File: config.mk
export PLATFORM = sky130hd
export DESIGN_NAME = tape_record_deframer_24bit_flat
export DESIGN_NICKNAME = d
export VERILOG_FILES = /design/src/rtl/trd_pkg.sv /design/src/rtl/trd_ifs.sv /design/src/rtl/trd_in_reg.sv /design/src/rtl/trd_core.sv /design/src/rtl/tape_record_deframer_24bit.sv /design/src/flat_wrapper.sv
export SDC_FILE = /design/constraint.sdc
export NUM_CORES = 1
export LEC_CHECK = 0
export BUFFER_PORTS_ARGS = -buffer_cell sky130_fd_sc_hd__buf_4
export CAP_MARGIN = 5
export CORE_MARGIN = 2
export CORE_UTILIZATION = 50
export DETAILED_ROUTE_END_ITERATION = 10
export HOLD_SLACK_MARGIN = 0.1
export PLACE_DENSITY_LB_ADDON = 0.05
export SYNTH_ARGS = -nofsm -noshare
export SYNTH_HDL_FRONTEND = slang
export SYNTH_SLANG_ARGS = --single-unit
File: constraint.sdc
create_clock -name clk -period 6.8 [get_ports clk]
set_input_delay 0.68 -clock clk [delete_from_list [all_inputs] [get_ports clk]]
set_output_delay 0.68 -clock clk [all_outputs]
set_load 0.05 [all_outputs]
File: src/rtl/trd_pkg.sv
// Shared types, constants and result codes for the tape record deframer.
package trd_pkg;

  // Largest record, in 24-bit words, and the byte length that follows from it
  localparam int unsigned MAX_WORDS = 1024;
  localparam int unsigned MAX_LEN   = 3 * MAX_WORDS;
  localparam int unsigned LEN_W     = $clog2(MAX_LEN + 1);

  // Divide by three as multiply by a rounded-up reciprocal, then shift
  localparam int unsigned DIV_K  = LEN_W + 2;
  localparam int unsigned DIV_M  = ((2 ** DIV_K) + 2) / 3;
  localparam int unsigned PROD_W = LEN_W + DIV_K;

  // Result kinds
  localparam logic [1:0] KIND_WORD   = 2'd0;
  localparam logic [1:0] KIND_RECORD = 2'd1;
  localparam logic [1:0] KIND_MARK   = 2'd2;
  localparam logic [1:0] KIND_ERROR  = 2'd3;

  // Error codes
  localparam logic [2:0] ERR_NONE       = 3'd0;
  localparam logic [2:0] ERR_EOT        = 3'd1;
  localparam logic [2:0] ERR_LARGE      = 3'd2;
  localparam logic [2:0] ERR_INCOMPLETE = 3'd3;
  localparam logic [2:0] ERR_FRAMING    = 3'd4;

  // Framing phase, one-hot
  typedef enum logic [3:0] {
    PH_HEADER  = 4'b0001,
    PH_DATA    = 4'b0010,
    PH_TRAILER = 4'b0100,
    PH_HALTED  = 4'b1000
  } phase_t;

  // One input item as held in the input register
  typedef struct packed {
    logic [7:0] tape_byte;
    logic       end_of_input;
  } item_t;

endpackage

File: src/rtl/trd_ifs.sv
// Valid/ready channel interfaces for the deframer's input and result items.
interface trd_in_if;
  logic       valid;
  logic       ready;
  logic [7:0] tape_byte;
  logic       end_of_input;

  modport source (output valid, output tape_byte, output end_of_input, input ready);
  modport sink   (input valid, input tape_byte, input end_of_input, output ready);
endinterface

interface trd_out_if;
  logic        valid;
  logic        ready;
  logic [1:0]  result_kind;
  logic [23:0] data_word;
  logic [10:0] record_words;
  logic [2:0]  error_code;

  modport source (output valid, output result_kind, output data_word,
                  output record_words, output error_code, input ready);
  modport sink   (input valid, input result_kind, input data_word,
                  input record_words, input error_code, output ready);
endinterface

File: src/rtl/trd_in_reg.sv
// Input register stage: captures one byte item and hands it to the framer.
module trd_in_reg
  import trd_pkg::*;
(
  input  logic     clk,
  input  logic     rst_n,
  trd_in_if.sink   in_ch,
  output logic     item_valid,
  output item_t    item,
  input  logic     item_take
);

  logic  valid_r;
  item_t item_r;

  // Take a new item whenever the stage is empty or drains this cycle
  assign in_ch.ready = !valid_r || item_take;
  assign item_valid  = valid_r;
  assign item        = item_r;

  always_ff @(posedge clk) begin
    if (!rst_n) begin
      valid_r <= 1'b0;
    end else if (in_ch.ready) begin
      valid_r <= in_ch.valid;
    end
  end

  // Payload needs no reset
  always_ff @(posedge clk) begin
    if (in_ch.valid && in_ch.ready) begin
      item_r.tape_byte    <= in_ch.tape_byte;
      item_r.end_of_input <= in_ch.end_of_input;
    end
  end

endmodule

File: src/rtl/trd_core.sv
// Framing state machine, word packing and the registered result stage.
module trd_core
  import trd_pkg::*;
(
  input  logic     clk,
  input  logic     rst_n,
  input  logic     item_valid,
  input  item_t    item,
  output logic     item_take,
  trd_out_if.source out_ch
);

  phase_t           phase_r, phase_nxt;
  logic [1:0]       idx_r, idx_nxt;
  logic [31:0]      hdr_r, hdr_nxt;
  logic [31:0]      trl_r, trl_nxt;
  logic [LEN_W-1:0] left_r, left_nxt;
  logic [LEN_W-1:0] words_r, words_nxt;
  logic [1:0]       rem_r, rem_nxt;
  logic [15:0]      held_r, held_nxt;
  logic [1:0]       biw_r, biw_nxt;

  logic        out_valid_r, out_valid_nxt;
  logic [1:0]  kind_r, kind_nxt;
  logic [23:0] word_r, word_nxt;
  logic [10:0] rwords_r, rwords_nxt;
  logic [2:0]  err_r, err_nxt;

  logic              fire;
  logic              emit;
  logic [31:0]       byte_sh;
  logic [31:0]       hdr_acc;
  logic [31:0]       trl_acc;
  logic [LEN_W-1:0]  len_lo;
  logic [PROD_W-1:0] prod;
  logic [LEN_W-1:0]  quot;
  logic [LEN_W:0]    quot3;
  logic [LEN_W:0]    len_minus;

  // Advance when the result register is free or being emptied
  assign fire      = item_valid && (!out_valid_r || out_ch.ready);
  assign item_take = fire;

  // Little-endian length assembly
  assign byte_sh = {24'd0, item.tape_byte} << {idx_r, 3'b000};
  assign hdr_acc = ((idx_r == 2'd0) ? 32'd0 : hdr_r) | byte_sh;
  assign trl_acc = trl_r | byte_sh;

  // Length / 3 and length % 3 for an accepted header
  assign len_lo    = hdr_acc[LEN_W-1:0];
  assign prod      = PROD_W'(len_lo) * PROD_W'(DIV_M);
  assign quot      = prod[PROD_W-1:DIV_K];
  assign quot3     = {quot, 1'b0} + {1'b0, quot};
  assign len_minus = {1'b0, len_lo} - quot3;

  // Per-item state update
  always_comb begin
    phase_nxt  = phase_r;
    idx_nxt    = idx_r;
    hdr_nxt    = hdr_r;
    trl_nxt    = trl_r;
    left_nxt   = left_r;
    words_nxt  = words_r;
    rem_nxt    = rem_r;
    held_nxt   = held_r;
    biw_nxt    = biw_r;
    emit       = 1'b0;
    kind_nxt   = KIND_WORD;
    word_nxt   = 24'd0;
    rwords_nxt = 11'd0;
    err_nxt    = ERR_NONE;

    if (fire) begin
      case (phase_r)
        PH_HEADER: begin
          if (item.end_of_input) begin
            phase_nxt = PH_HALTED;
            emit      = 1'b1;
            kind_nxt  = KIND_ERROR;
            err_nxt   = ERR_EOT;
          end else begin
            hdr_nxt = hdr_acc;
            idx_nxt = idx_r + 2'd1;
            if (idx_r == 2'd3) begin
              if (hdr_acc == 32'd0) begin
                // zero length is a tape mark
                emit     = 1'b1;
                kind_nxt = KIND_MARK;
              end else if (hdr_acc > 32'(MAX_LEN)) begin
                phase_nxt = PH_HALTED;
                emit      = 1'b1;
                kind_nxt  = KIND_ERROR;
                err_nxt   = ERR_LARGE;
              end else begin
                phase_nxt = PH_DATA;
                left_nxt  = len_lo;
                words_nxt = quot;
                rem_nxt   = len_minus[1:0];
                held_nxt  = 16'd0;
                biw_nxt   = 2'd0;
              end
            end
          end
        end

        PH_DATA: begin
          if (item.end_of_input) begin
            phase_nxt = PH_HALTED;
            emit      = 1'b1;
            kind_nxt  = KIND_ERROR;
            err_nxt   = ERR_INCOMPLETE;
          end else begin
            // bytes past the last whole word are dropped
            if (left_r > LEN_W'(rem_r)) begin
              if (biw_r == 2'd2) begin
                emit     = 1'b1;
                kind_nxt = KIND_WORD;
                word_nxt = {held_r, item.tape_byte};
                held_nxt = 16'd0;
                biw_nxt  = 2'd0;
              end else begin
                held_nxt = {held_r[7:0], item.tape_byte};
                biw_nxt  = biw_r + 2'd1;
              end
            end
            left_nxt = left_r - LEN_W'(1);
            if (left_r == LEN_W'(1)) begin
              phase_nxt = PH_TRAILER;
              idx_nxt   = 2'd0;
              trl_nxt   = 32'd0;
            end
          end
        end

        PH_TRAILER: begin
          if (item.end_of_input) begin
            phase_nxt = PH_HALTED;
            emit      = 1'b1;
            kind_nxt  = KIND_ERROR;
            err_nxt   = ERR_FRAMING;
          end else begin
            trl_nxt = trl_acc;
            idx_nxt = idx_r + 2'd1;
            if (idx_r == 2'd3) begin
              emit = 1'b1;
              if (trl_acc != hdr_r) begin
                phase_nxt = PH_HALTED;
                kind_nxt  = KIND_ERROR;
                err_nxt   = ERR_FRAMING;
              end else begin
                phase_nxt  = PH_HEADER;
                kind_nxt   = KIND_RECORD;
                rwords_nxt = 11'(words_r);
              end
            end
          end
        end

        PH_HALTED: begin
          // silent until reset
        end

        default: begin
          phase_nxt = PH_HALTED;
        end
      endcase
    end
  end

  // Result register valid
  always_comb begin
    out_valid_nxt = out_valid_r;
    if (fire) begin
      out_valid_nxt = emit;
    end else if (out_ch.ready) begin
      out_valid_nxt = 1'b0;
    end
  end

  always_ff @(posedge clk) begin
    if (!rst_n) begin
      phase_r     <= PH_HEADER;
      idx_r       <= 2'd0;
      hdr_r       <= 32'd0;
      trl_r       <= 32'd0;
      left_r      <= '0;
      words_r     <= '0;
      rem_r       <= 2'd0;
      held_r      <= 16'd0;
      biw_r       <= 2'd0;
      out_valid_r <= 1'b0;
    end else begin
      phase_r     <= phase_nxt;
      idx_r       <= idx_nxt;
      hdr_r       <= hdr_nxt;
      trl_r       <= trl_nxt;
      left_r      <= left_nxt;
      words_r     <= words_nxt;
      rem_r       <= rem_nxt;
      held_r      <= held_nxt;
      biw_r       <= biw_nxt;
      out_valid_r <= out_valid_nxt;
    end
  end

  // Result payload, loaded only with a new result
  always_ff @(posedge clk) begin
    if (fire && emit) begin
      kind_r   <= kind_nxt;
      word_r   <= word_nxt;
      rwords_r <= rwords_nxt;
      err_r    <= err_nxt;
    end
  end

  assign out_ch.valid        = out_valid_r;
  assign out_ch.result_kind  = kind_r;
  assign out_ch.data_word    = word_r;
  assign out_ch.record_words = rwords_r;
  assign out_ch.error_code   = err_r;

endmodule

File: src/rtl/tape_record_deframer_24bit.sv
// Tape-image record deframer top level: input register plus framing core.
//
// Takes one tape-image byte per item and accepts a new item every clock; an
// item's result, if any, is registered in the input register and then the
// result register, and the input keeps flowing while a result waits, stalling
// only when both the input register and the result register are full. Each
// record is a 4-byte little-endian length, the data bytes, and a 4-byte
// trailer that must repeat the length; data bytes come out packed big-endian
// as 24-bit words, a trailing 1 or 2 bytes are dropped, a zero length reports
// a tape mark, and a good trailer reports record complete with length / 3
// words. Lengths above 3 * MAX_WORDS, end of input at any point in the
// stream, or a mismatched trailer report an error, after which the block
// stays silent until reset. The one-item-per-cycle rate is set by the single
// state update between the input register and the result register.
module tape_record_deframer_24bit
  import trd_pkg::*;
(
  input  logic      clk,
  input  logic      rst_n,
  trd_in_if.sink    in_ch,
  trd_out_if.source out_ch
);

  logic  item_valid;
  item_t item;
  logic  item_take;

  trd_in_reg u_in_reg (
    .clk        (clk),
    .rst_n      (rst_n),
    .in_ch      (in_ch),
    .item_valid (item_valid),
    .item       (item),
    .item_take  (item_take)
  );

  trd_core u_core (
    .clk        (clk),
    .rst_n      (rst_n),
    .item_valid (item_valid),
    .item       (item),
    .item_take  (item_take),
    .out_ch     (out_ch)
  );

endmodule

File: src/flat_wrapper.sv
// flat-port wrapper written by rule: the top's interface ports become plain ports
module tape_record_deframer_24bit_flat import trd_pkg::*;
  (clk, rst_n, in_ch_valid, in_ch_tape_byte, in_ch_end_of_input, in_ch_ready, out_ch_valid, out_ch_result_kind, out_ch_data_word, out_ch_record_words, out_ch_error_code, out_ch_ready);
  trd_in_if in_ch_i ();
  trd_out_if out_ch_i ();
  input  logic clk;
  input  logic rst_n;
  input wire logic [$bits(in_ch_i.valid)-1:0] in_ch_valid;
  input wire logic [$bits(in_ch_i.tape_byte)-1:0] in_ch_tape_byte;
  input wire logic [$bits(in_ch_i.end_of_input)-1:0] in_ch_end_of_input;
  output wire logic [$bits(in_ch_i.ready)-1:0] in_ch_ready;
  output wire logic [$bits(out_ch_i.valid)-1:0] out_ch_valid;
  output wire logic [$bits(out_ch_i.result_kind)-1:0] out_ch_result_kind;
  output wire logic [$bits(out_ch_i.data_word)-1:0] out_ch_data_word;
  output wire logic [$bits(out_ch_i.record_words)-1:0] out_ch_record_words;
  output wire logic [$bits(out_ch_i.error_code)-1:0] out_ch_error_code;
  input wire logic [$bits(out_ch_i.ready)-1:0] out_ch_ready;
  assign in_ch_i.valid = in_ch_valid;
  assign in_ch_i.tape_byte = in_ch_tape_byte;
  assign in_ch_i.end_of_input = in_ch_end_of_input;
  assign in_ch_ready = in_ch_i.ready;
  assign out_ch_valid = out_ch_i.valid;
  assign out_ch_result_kind = out_ch_i.result_kind;
  assign out_ch_data_word = out_ch_i.data_word;
  assign out_ch_record_words = out_ch_i.record_words;
  assign out_ch_error_code = out_ch_i.error_code;
  assign out_ch_i.ready = out_ch_ready;
  tape_record_deframer_24bit u_core (.clk(clk), .rst_n(rst_n), .in_ch(in_ch_i), .out_ch(out_ch_i));
endmodule
======== Word-level counts from Yosys, hierarchy flattened ========
Index checks and enable logic that the tools add are counted.
storage, ports and cells
  bits in registers ....................... 164
  latch bits .............................. 0
  memory bits (writable) .................. 0
  ROM bits ................................ 0
  bits of input ports ..................... 13
  output and inout bits ................... 42
  logic and storage cells ................. 154
  memories kept ........................... 0
cells by class
  add/subtract/negate cells ............... 5
  multiply operators ...................... 1
  divide/modulo/power cells ............... 0
  $lt $le $gt $ge ......................... 2
  eq/ne operators ......................... 21
  shifts and indexed selects .............. 1
  muxes and demuxes ....................... 72
  bitwise logic cells ..................... 12
  reductions and logical operators ........ 23
operators by type and width
  kind                      number
  $mux W32                  4
  $mux W16                  7
  $or A32 B32 Y32           2
  $pmux W32 S2              1
  $mux W12                  5
  $mux W2                   23
  $mux W4                   9
  $gt A32 B12 Y1 const B    1
  $logic_not A32 Y1         1
  $ne A32 B32 Y1            1
  $pmux W16 S2              1
  $shl A8 B5 Y32            1
  $mul A12 B12 Y24 const B  1
  $pmux W12 S2              1
  $ne A2 B2 Y1 const B      9
  $pmux W4 S4               1
  $eq A12 B1 Y1 const B     1
  $gt A12 B2 Y1             1
  $mux W1                   12
  $ne A3 B2 Y1 const B      4
  $reduce_and A6 Y1         2
  $sub A12 B1 Y12 const B   1
  $not A1 Y1                10
  $reduce_and A5 Y1         2
  other kinds (23)          36

======== Logic depth before layout (Yosys ltp) ========
Gate-level depths: netlist of run 1.
  depth after elaboration ................. 11
  depth in mapped cells ................... 25
  depth with buffers taken out ............ 23

======== By module ========
From an unflattened synthesis of run 1, not the netlist that was laid out.
unflattened totals
  cells, all modules ...................... 1131
  area total of the unflattened synthesis .. 10468.8 µm²
modules (own cells, without submodules)
  module      times used  cells each  area an instance (µm²)  seq. area each (µm²)
  trd_core    1           1117        10141.0                 3483.3
  trd_in_reg  1           14          327.8                   290.3

======== Worst setup path after synthesis of run 1 ========
No wires, ideal clock.
  path type ............................... register to register
  start ................................... register u_core.u_core.idx_r[0]
  end ..................................... register u_core.u_core.rem_r[1]
  setup time .............................. 106 ps
  arrival time ............................ 5924 ps
  data required time ...................... 6694 ps
  slack ................................... 770 ps
  stages on the path, launching flop included .. 25
  path buffers ............................ 2
  period minus slack after synthesis ...... 6030 ps
  path through ............................ dfxtp_1 buf_6 inv_1 ha_1 buf_2 inv_2 a21boi_0 inv_1 ha_1 ha_1 fa_1 fa_1 inv_1 fa_1 inv_1 ha_1 a2111oi_0 o21ai_0 o211a_1 a21oi_1 xnor2_1 ha_1 xnor2_1 xnor3_1 o311ai_0
between the ends
  word-level cells in the longest chain between the ends .. 6
  elaborated cells on any way between the ends .. 13
  those cells by class .................... add/sub (2); mul (1); order compare (1); eq/ne (1); shift (1); mux (1); bitwise (3); reduce/logical (3)
ends and longest elaborated chain
  element                                                 line             source
  start, declared                                         trd_core.sv:14   logic [1:0] idx_r, idx_nxt;
  start signal, assigned                                  trd_core.sv:194  idx_r <= idx_nxt;
  branches (longest 2 deep; another with $shl A8 B5 Y32)  --
  $or A32 B32 Y32 (*)                                     trd_core.sv:46   assign hdr_acc = ((idx_r == 2'd0) ? 32'd0 : hdr_r) | byte_sh;
  named net u_core.u_core.hdr_acc[7]                      trd_core.sv:32   logic [31:0] hdr_acc;
  $mul A12 B12 Y24 (*)                                    trd_core.sv:51   assign prod = PROD_W'(len_lo) * PROD_W'(DIV_M);
  named net u_core.u_core.prod[14]                        trd_core.sv:35   logic [PROD_W-1:0] prod;
  $add A2 B2 Y2 (*)                                       trd_core.sv:53   assign quot3 = {quot, 1'b0} + {1'b0, quot};
  $sub A2 B2 Y2 (*)                                       trd_core.sv:54   assign len_minus = {1'b0, len_lo} - quot3;
  end signal, assigned                                    trd_core.sv:199  rem_r <= rem_nxt;
  end, declared                                           trd_core.sv:19   logic [1:0] rem_r, rem_nxt;
Mark *: on every way through the listed nets, which the timed path passes.
A chain may end at the register's enable or synchronous reset.

======== Worst setup path in the final report of run 1 ========
  start ................................... register u_core.u_core.idx_r[1]
  end ..................................... register u_core.u_core.rem_r[1]
Same word-level chain as after synthesis.

==> impl_metrics.ini, run 1 <==
[cts]
root_buffer = clkbuf_16
clockBufferDepth = 2
cts_buffers = 17
cts.sinks = 164
htree_levels = 4
clk-insertion-delay-late_ps = 430
postCtsSetupBuffers = 0
cts_hold_buffers = 0
cts_tree = yes
path_clk_slew_ps = 80

[placed_design]
io_buffers = 54
hpwl_um = 17600
gp_congestion = 0.877
dp.cells = 1358

[logic_synthesis]
ys_ff_latch = 164
syn-instance-count = 1071
synth_edf_count = 49
synth_common_cells = dfxtp_1, inv_1, ha_1
async_flop_share_pct = 0
synth_nets = 1212
synth_flop_cell = dfxtp_1
synthTopCellsByArea = dfxtp_1, edfxtp_1, ha_1, fa_1, inv_1
synth_warnings = 0
netlist_area_mm2 = 0.0102
syn_avg_cell_area_um2 = 9.51
synthMostInstantiatedCell = dfxtp_1
synth_top_cell_area_share_pct = 22.6
ys_seq_area_share_pct = 37.1
synth.distinct_cells = 78
synth_top_area_cell = dfxtp_1

[pwr]
ir_drop_uv = 235
p_int_uw = 2030
powerDensity_mw_per_mm2 = 271
switching_share_pct = 34.8
seq_power_share_pct = 33.2
p_comb_share_pct = 34.7
power_frac_clock_pct = 32.2
switchingPower_uw = 1080
leakage_uw = 0.00497

[die]
dieWidth_um = 147
rows = 52
design.core.area_mm2 = 0.0201
die-area_mm2 = 0.0215
io_pins = 55
die_y_um = 147
start_util_pct = 50.6

[final_layout]
nFillCells = 1819
fin_util_pct = 57.2
multi_input_area_mm2 = 0.00580
fin_nets = 1248
seqCellArea_mm2 = 0.00377
instances_no_fill = 1390
syn_to_final_growth_pct = 12.9
diodes = 0
final_layout_size_suffix_gt1_share_pct = 12.8

[sta]
holdWs_ps = 431
min_period_ps = 6290
tightest_slew_ps = 1050
skew_ps = 16.6
timing.final.hold_violations = 0
timing.fmax_ghz = 0.159
grt_setup_unrepaired = false
setup_viol = 0
setup_tns_ps = 0
slew_headroom_pct = 29.8
fin_crit_sh_pct = 92.6
slew_violations = 0

[worst_setup_path]
cp_max_fo = 13
cp.required_ps = 7130
slowest_delay_ps = 560
path_class = flip-flop to flip-flop
worstPathCellList = inv_1, ha_1, inv_2, a21o_1, ha_1, ha_1, fa_1, fa_1, inv_1, fa_1, inv_1, ha_1, a2111oi_0, o21ai_0, o211a_1, a21oi_1, xnor2_1, ha_1, xnor2_1, xnor3_1, o311ai_0
cp-start-kind = flip-flop
cp_common_cell = ha_1
arrival_ps = 6620
critPathSlowestCell = dfxtp_1
end_kind = flip-flop

[job]
maxCapViolCount = 0

[worst_hold_path]
hp-class = primary input to flip-flop

[route]
num_vias = 7923
wl_per_cell_um = 17.6
drc = 0
routed_wl_um = 24400
final_antenna_net_count = 0
viasPerCell = 5.70
drt_iter0_markers = 534
first_pass_iters = 5

[global_routing]
antenna_found_initial = 0
grt_pass1_vias = 7619
grt_pass1_wl_um = 40400
overflow = 0
grt_max_degree = 60
track_usage_pct = 23.4

[run_status]
status = completed
==> kinds of logic (layout without fill, tap and decap cells) <==
| logic type | Yosys count | in the layout | synth area share [%] |
|---|---|---|---|
| adders and majority gates | 128 | 128 | 18.5 |
| and+or+nand+nor | 333 | 333 | 17.7 |
| AOI/OAI and AO/OA | 258 | 258 | 17.7 |
| buffers and inverters | 160 | 209 | 6.43 |
| muxes | 6 | 6 | 0.602 |
| DFF | 164 | 164 | 37.1 |
| xor gates and xnor gates | 22 | 22 | 2.03 |
==> routing by layer <==
| metal | vias up | GRT usage, % | share of wire, % |
|---|---|---|---|
| li1 | 3935 | - | - |
| met1 | 3791 | 36.4 | 51 |
| met2 | 186 | 34.9 | 44 |
| met3 | 11 | 3.26 | 4.5 |
| met4 | 0 | 4.08 | 0.67 |
| met5 | - | 0 | 0 |
==> stage by stage <==
| stage | total power, uW | worst slack, ps | area [um^2] |
|---|---|---|---|
| finish | 3110 | 505 | 11500 |
| global route | 3340 | 8.02 | 11500 |
| CTS | 3130 | 437 | 11500 |
| detailed placement | 2130 | 449 | 10900 |
| global placement | 2120 | 637 | 10900 |
| floorplan | 1880 | 770 | 10200 |
==> critical path: cells and delay by family (launching register included) <==
family	cells	cell delay (ps)
fa+ha+maj	8	2990
xor+xnor	3	570
flops	1	560
buf+inv	4	360
compound gates	6	1730
==> what timing repair did <==
item,CTS,global route
hold endpoints to repair,0,0
endpoints found under the setup margin,0,1
resized for setup,0,4
==> sequential cells by signal, indices dropped and copies added (netlist names), 2 cells and up <==
name and flops:
u_core.u_core.out_ch.result_kind 2, u_core.u_core.phase_r 4, u_core.u_core.left_r 12, u_core.u_core.out_ch.record_words 11, u_core.u_core.words_r 11, u_core.u_core.rem_r 2, u_core.u_core.out_ch.error_code 3, u_core.u_core.hdr_r 32
u_core.u_core.out_ch.data_word 24, u_core.u_core.idx_r 2, u_core.u_in_reg.item 9, u_core.u_core.trl_r 32, u_core.u_core.biw_r 2, u_core.u_core.held_r 16
==> cell usage in the layout, fill, tap and decap left out, drive strengths merged, types with 7 or more instances in the layout <==
cell    count
and2       19
o21ai      47
a32oi      11
dfxtp     115
xnor2      13
nand2      51
a22o       18
a21oi      62
ha         90
a22oi      14
nand3      32
buf        83
a21o        7
a211oi     14
nand3b     10
nand2b      9
fa         38
nor2       84
nor3b       7
nor3       17
nor2b      11
a32o       14
nor4       13
clkbuf     17
nor4b       7
a31oi      14
xor2        8
and3       33
edfxtp     49
or3        15
inv       102
==> area by class of cell <==
type / instances / area share (%)
clock buffer: 17 / 3.70
inverter: 94 / 3.07
clock inverter: 15 / 1.61
timing repair buffer: 83 / 5.42
tap: 270 / 2.94
sequential: 164 / 32.8
multi-input combinational: 747 / 50.4
==> power by group through the flow <==
| stage | sequential (uW) | combinational (uW) | clock (uW) |
|---|---|---|---|
| 2_1_floorplan | 1060 | 818 | 0 |
| 4_1_cts | 1030 | 1080 | 1010 |
| 3_5_place_dp | 1060 | 1080 | 0 |
| 3_3_place_gp | 1050 | 1060 | 0 |
| 5_1_grt | 1030 | 1250 | 1050 |
| 6_report | 1030 | 1080 | 1000 |
==> worst paths after layout <==
| path | from | to | slack, ps | cells after the start |
|---|---|---|---|---|
| setup / recovery | u_core.u_core.idx_r[1] | u_core.u_core.rem_r[1] | 510 | 21 |
| hold / removal | in_ch_tape_byte[6] | u_core.u_in_reg.item[7] | 430 | 1 |
| setup reg to reg | u_core.u_core.idx_r[1] | u_core.u_core.rem_r[1] | 510 | 21 |
| hold reg to reg | u_core.u_core.words_r[8] | u_core.u_core.words_r[8] | 450 | 2 |
No activity file was read; power rests on OpenSTA's default activity.
==> run 2, diff against run 1 <==
--- a/config.mk
+++ b/config.mk
@@ -5,6 +5,7 @@
 export SDC_FILE = /design/constraint.sdc
 export NUM_CORES = 1
 export LEC_CHECK = 0
+export ABC_AREA = 1
 export BUFFER_PORTS_ARGS = -buffer_cell sky130_fd_sc_hd__buf_4
 export CAP_MARGIN = 5
 export CORE_MARGIN = 2
==> impl_metrics.ini, run 2 <==
[worst_setup_path]
cp-start-kind = flip-flop
cp_common_cell = nand2_1
end_kind = flip-flop
r2r-start = u_core.u_core.idx_r[0]
path_class = flip-flop to flip-flop
cp_max_fo = 17
reg2reg_depth = 30
critPathSlowestCell = ha_1
r2r_end = u_core.u_core.rem_r[1]
arrival_ps = 6330
r2r_slack_ps = 810
slowest_delay_ps = 540
cp.required_ps = 7140

[sta]
min_period_ps = 5990
setup_viol = 0
skew_ps = 11.4
slew_headroom_pct = 32.6
grt_setup_unrepaired = false
timing.final.hold_violations = 0
tightest_slew_ps = 1010
fin_crit_sh_pct = 88.1
slew_violations = 0
setup_tns_ps = 0
timing.fmax_ghz = 0.167

[global_routing]
antenna_found_initial = 0
grt_pass1_wl_um = 45200
grt_pass1_vias = 9055
track_usage_pct = 23.8
grt_max_degree = 75
overflow = 0

[cts]
clk-insertion-delay-late_ps = 440
cts_hold_buffers = 0
htree_levels = 4
cts_resized = 0
path_clk_slew_ps = 70
clockBufferDepth = 2
root_buffer = clkbuf_16
cts_tree = yes
cts_buffers = 17
postCtsSetupBuffers = 0
cts.sinks = 164

[final_layout]
multi_input_area_mm2 = 0.00620
diodes = 0
layout_commonest_cell = nand2_1
syn_to_final_growth_pct = 10.4
final_layout_size_suffix_gt1_share_pct = 8.78
fin_util_pct = 56.3
nFillCells = 2150
fin_nets = 1688
layout_common_cells = nand2_1, inv_1, nor2_1
postLayoutCellArea_mm2 = 0.0123
seqCellArea_mm2 = 0.00377
instances_no_fill = 1840

[die]
start_util_pct = 50.9
dieWidth_um = 153
design.core.area_mm2 = 0.0219
io_pins = 55
rows = 54
die-area_mm2 = 0.0235
die_y_um = 153

[worst_hold_path]
min_to = u_core.u_in_reg.item[8]
hp-class = primary input to flip-flop
whs_path_depth = 1
hp-start = in_ch_tape_byte[7]

[placed_design]
gp_congestion = 0.904
place_area_mm2 = 0.0117
dp.cells = 1808
io_buffers = 54
hpwl_um = 19800

[pwr]
ir_drop_uv = 364
leakage_uw = 0.00563
power_frac_clock_pct = 25.6
switchingPower_uw = 1650
seq_power_share_pct = 27.2
p_int_uw = 2220
powerDensity_mw_per_mm2 = 314
switching_share_pct = 42.5
p_comb_share_pct = 47.2

[route]
first_pass_iters = 7
viasPerCell = 5.19
drt_iter0_markers = 549
routed_wl_um = 27300
num_vias = 9558
drc = 0
final_antenna_net_count = 0
wl_per_cell_um = 14.8

[logic_synthesis]
synth_nets = 1651
syn-instance-count = 1510
async_flop_share_pct = 0
synthTopCellsByArea = dfxtp_1, edfxtp_1, nand2_1, ha_1, inv_1
synth_flop_cell = dfxtp_1
synth_warnings = 0
netlist_area_mm2 = 0.0112
synth_common_cells = nand2_1, inv_1, nor2_1
syn_avg_cell_area_um2 = 7.39
synthMostInstantiatedCell = nand2_1
ys_seq_area_share_pct = 33.8
synth_top_cell_area_share_pct = 20.6
ys_ff_latch = 164
synth.distinct_cells = 42
synth_edf_count = 49
synth_top_area_cell = dfxtp_1

[job]
maxCapViolCount = 0

[run_status]
status = completed
run 2: changes by cell type in the layout (fill, tap and decap cells not counted), sizes merged, moves of 17 or more:
cell and delta:
and2 -17, nand3 +91, nor2 +67, o21ai +34
a21oi +64, a22o -18, and3 -32, inv +141
nand2 +325
run 2: logic make-up (layout without fill, tap and decap cells):
group | Yosys count | after routing | synth area share [%]
simple gates | 687 | 687 | 26.7
buf+inv | 286 | 336 | 10.6
compound gates | 231 | 231 | 10.8
flops | 164 | 164 | 33.8
fa+ha+maj | 128 | 128 | 16.9
xor+xnor | 12 | 12 | 0.942
mux | 2 | 2 | 0.180
run 2: layout make-up:
class | instances | share of cell area (%)
Timing Repair Buffer | 68 | 4.15
Inverter | 236 | 7.23
Clock inverter | 15 | 1.34
Sequential cell | 164 | 30.6
Clock buffer | 17 | 3.45
Multi-Input combinational cell | 1060 | 50.3
Tap cell | 280 | 2.84
run 2: power groups by stage:
stage / Combinational [uW] / Sequential, uW / Clock, uW
final: 1830 / 1050 / 989
after global routing: 2140 / 1060 / 1040
after CTS: 1840 / 1050 / 1010
after detailed placement: 1810 / 1070 / 0
after global placement: 1820 / 1070 / 0
after floorplan: 1380 / 1100 / 0
run 2: routing by layer:
metal  part of all wire [%]  GRT usage [%]  wire (um)  up-vias
li1                       -              -          -     4927
met1                     48           32.2      13100     4437
met2                     47           39.6      12700      154
met3                    3.7           3.49       1020       40
met4                    1.8           7.43        491        0
met5                      0              0          0        -
run 2: critical path: cells and delay by family, from the launching register on:
| family | cells | cell delay, ps |
|---|---|---|
| XOR/XNOR | 1 | 190 |
| adder cells (fa/ha/maj) | 8 | 3470 |
| buffers and inverters | 9 | 760 |
| flip-flops | 1 | 340 |
| AND/OR/NAND/NOR | 12 | 1110 |
run 2: worst max path at each step:
stage                                start                      to  slack (ps)  depth (start not counted)
floorplan           u_core.u_core.idx_r[0]  u_core.u_core.rem_r[1]        1070                         30
global placement    u_core.u_core.idx_r[0]  u_core.u_core.rem_r[1]         870                         30
detailed placement  u_core.u_core.idx_r[0]  u_core.u_core.rem_r[1]         860                         30
CTS                 u_core.u_core.idx_r[0]  u_core.u_core.rem_r[1]         800                         30
global route        u_core.u_core.idx_r[0]  u_core.u_core.rem_r[1]         290                         30
finish              u_core.u_core.idx_r[0]  u_core.u_core.rem_r[1]         810                         30
run 2: per-stage QoR:
| stage | setup WS (ps) | power (uW) | hold slack (ps) |
|---|---|---|---|
| after detailed placement | 859 | 2890 | 447 |
| after global placement | 872 | 2890 | 443 |
| final | 811 | 3870 | 420 |
| after CTS | 804 | 3900 | 407 |
| after global routing | 287 | 4240 | 407 |
| after floorplan | 1070 | 2480 | 435 |
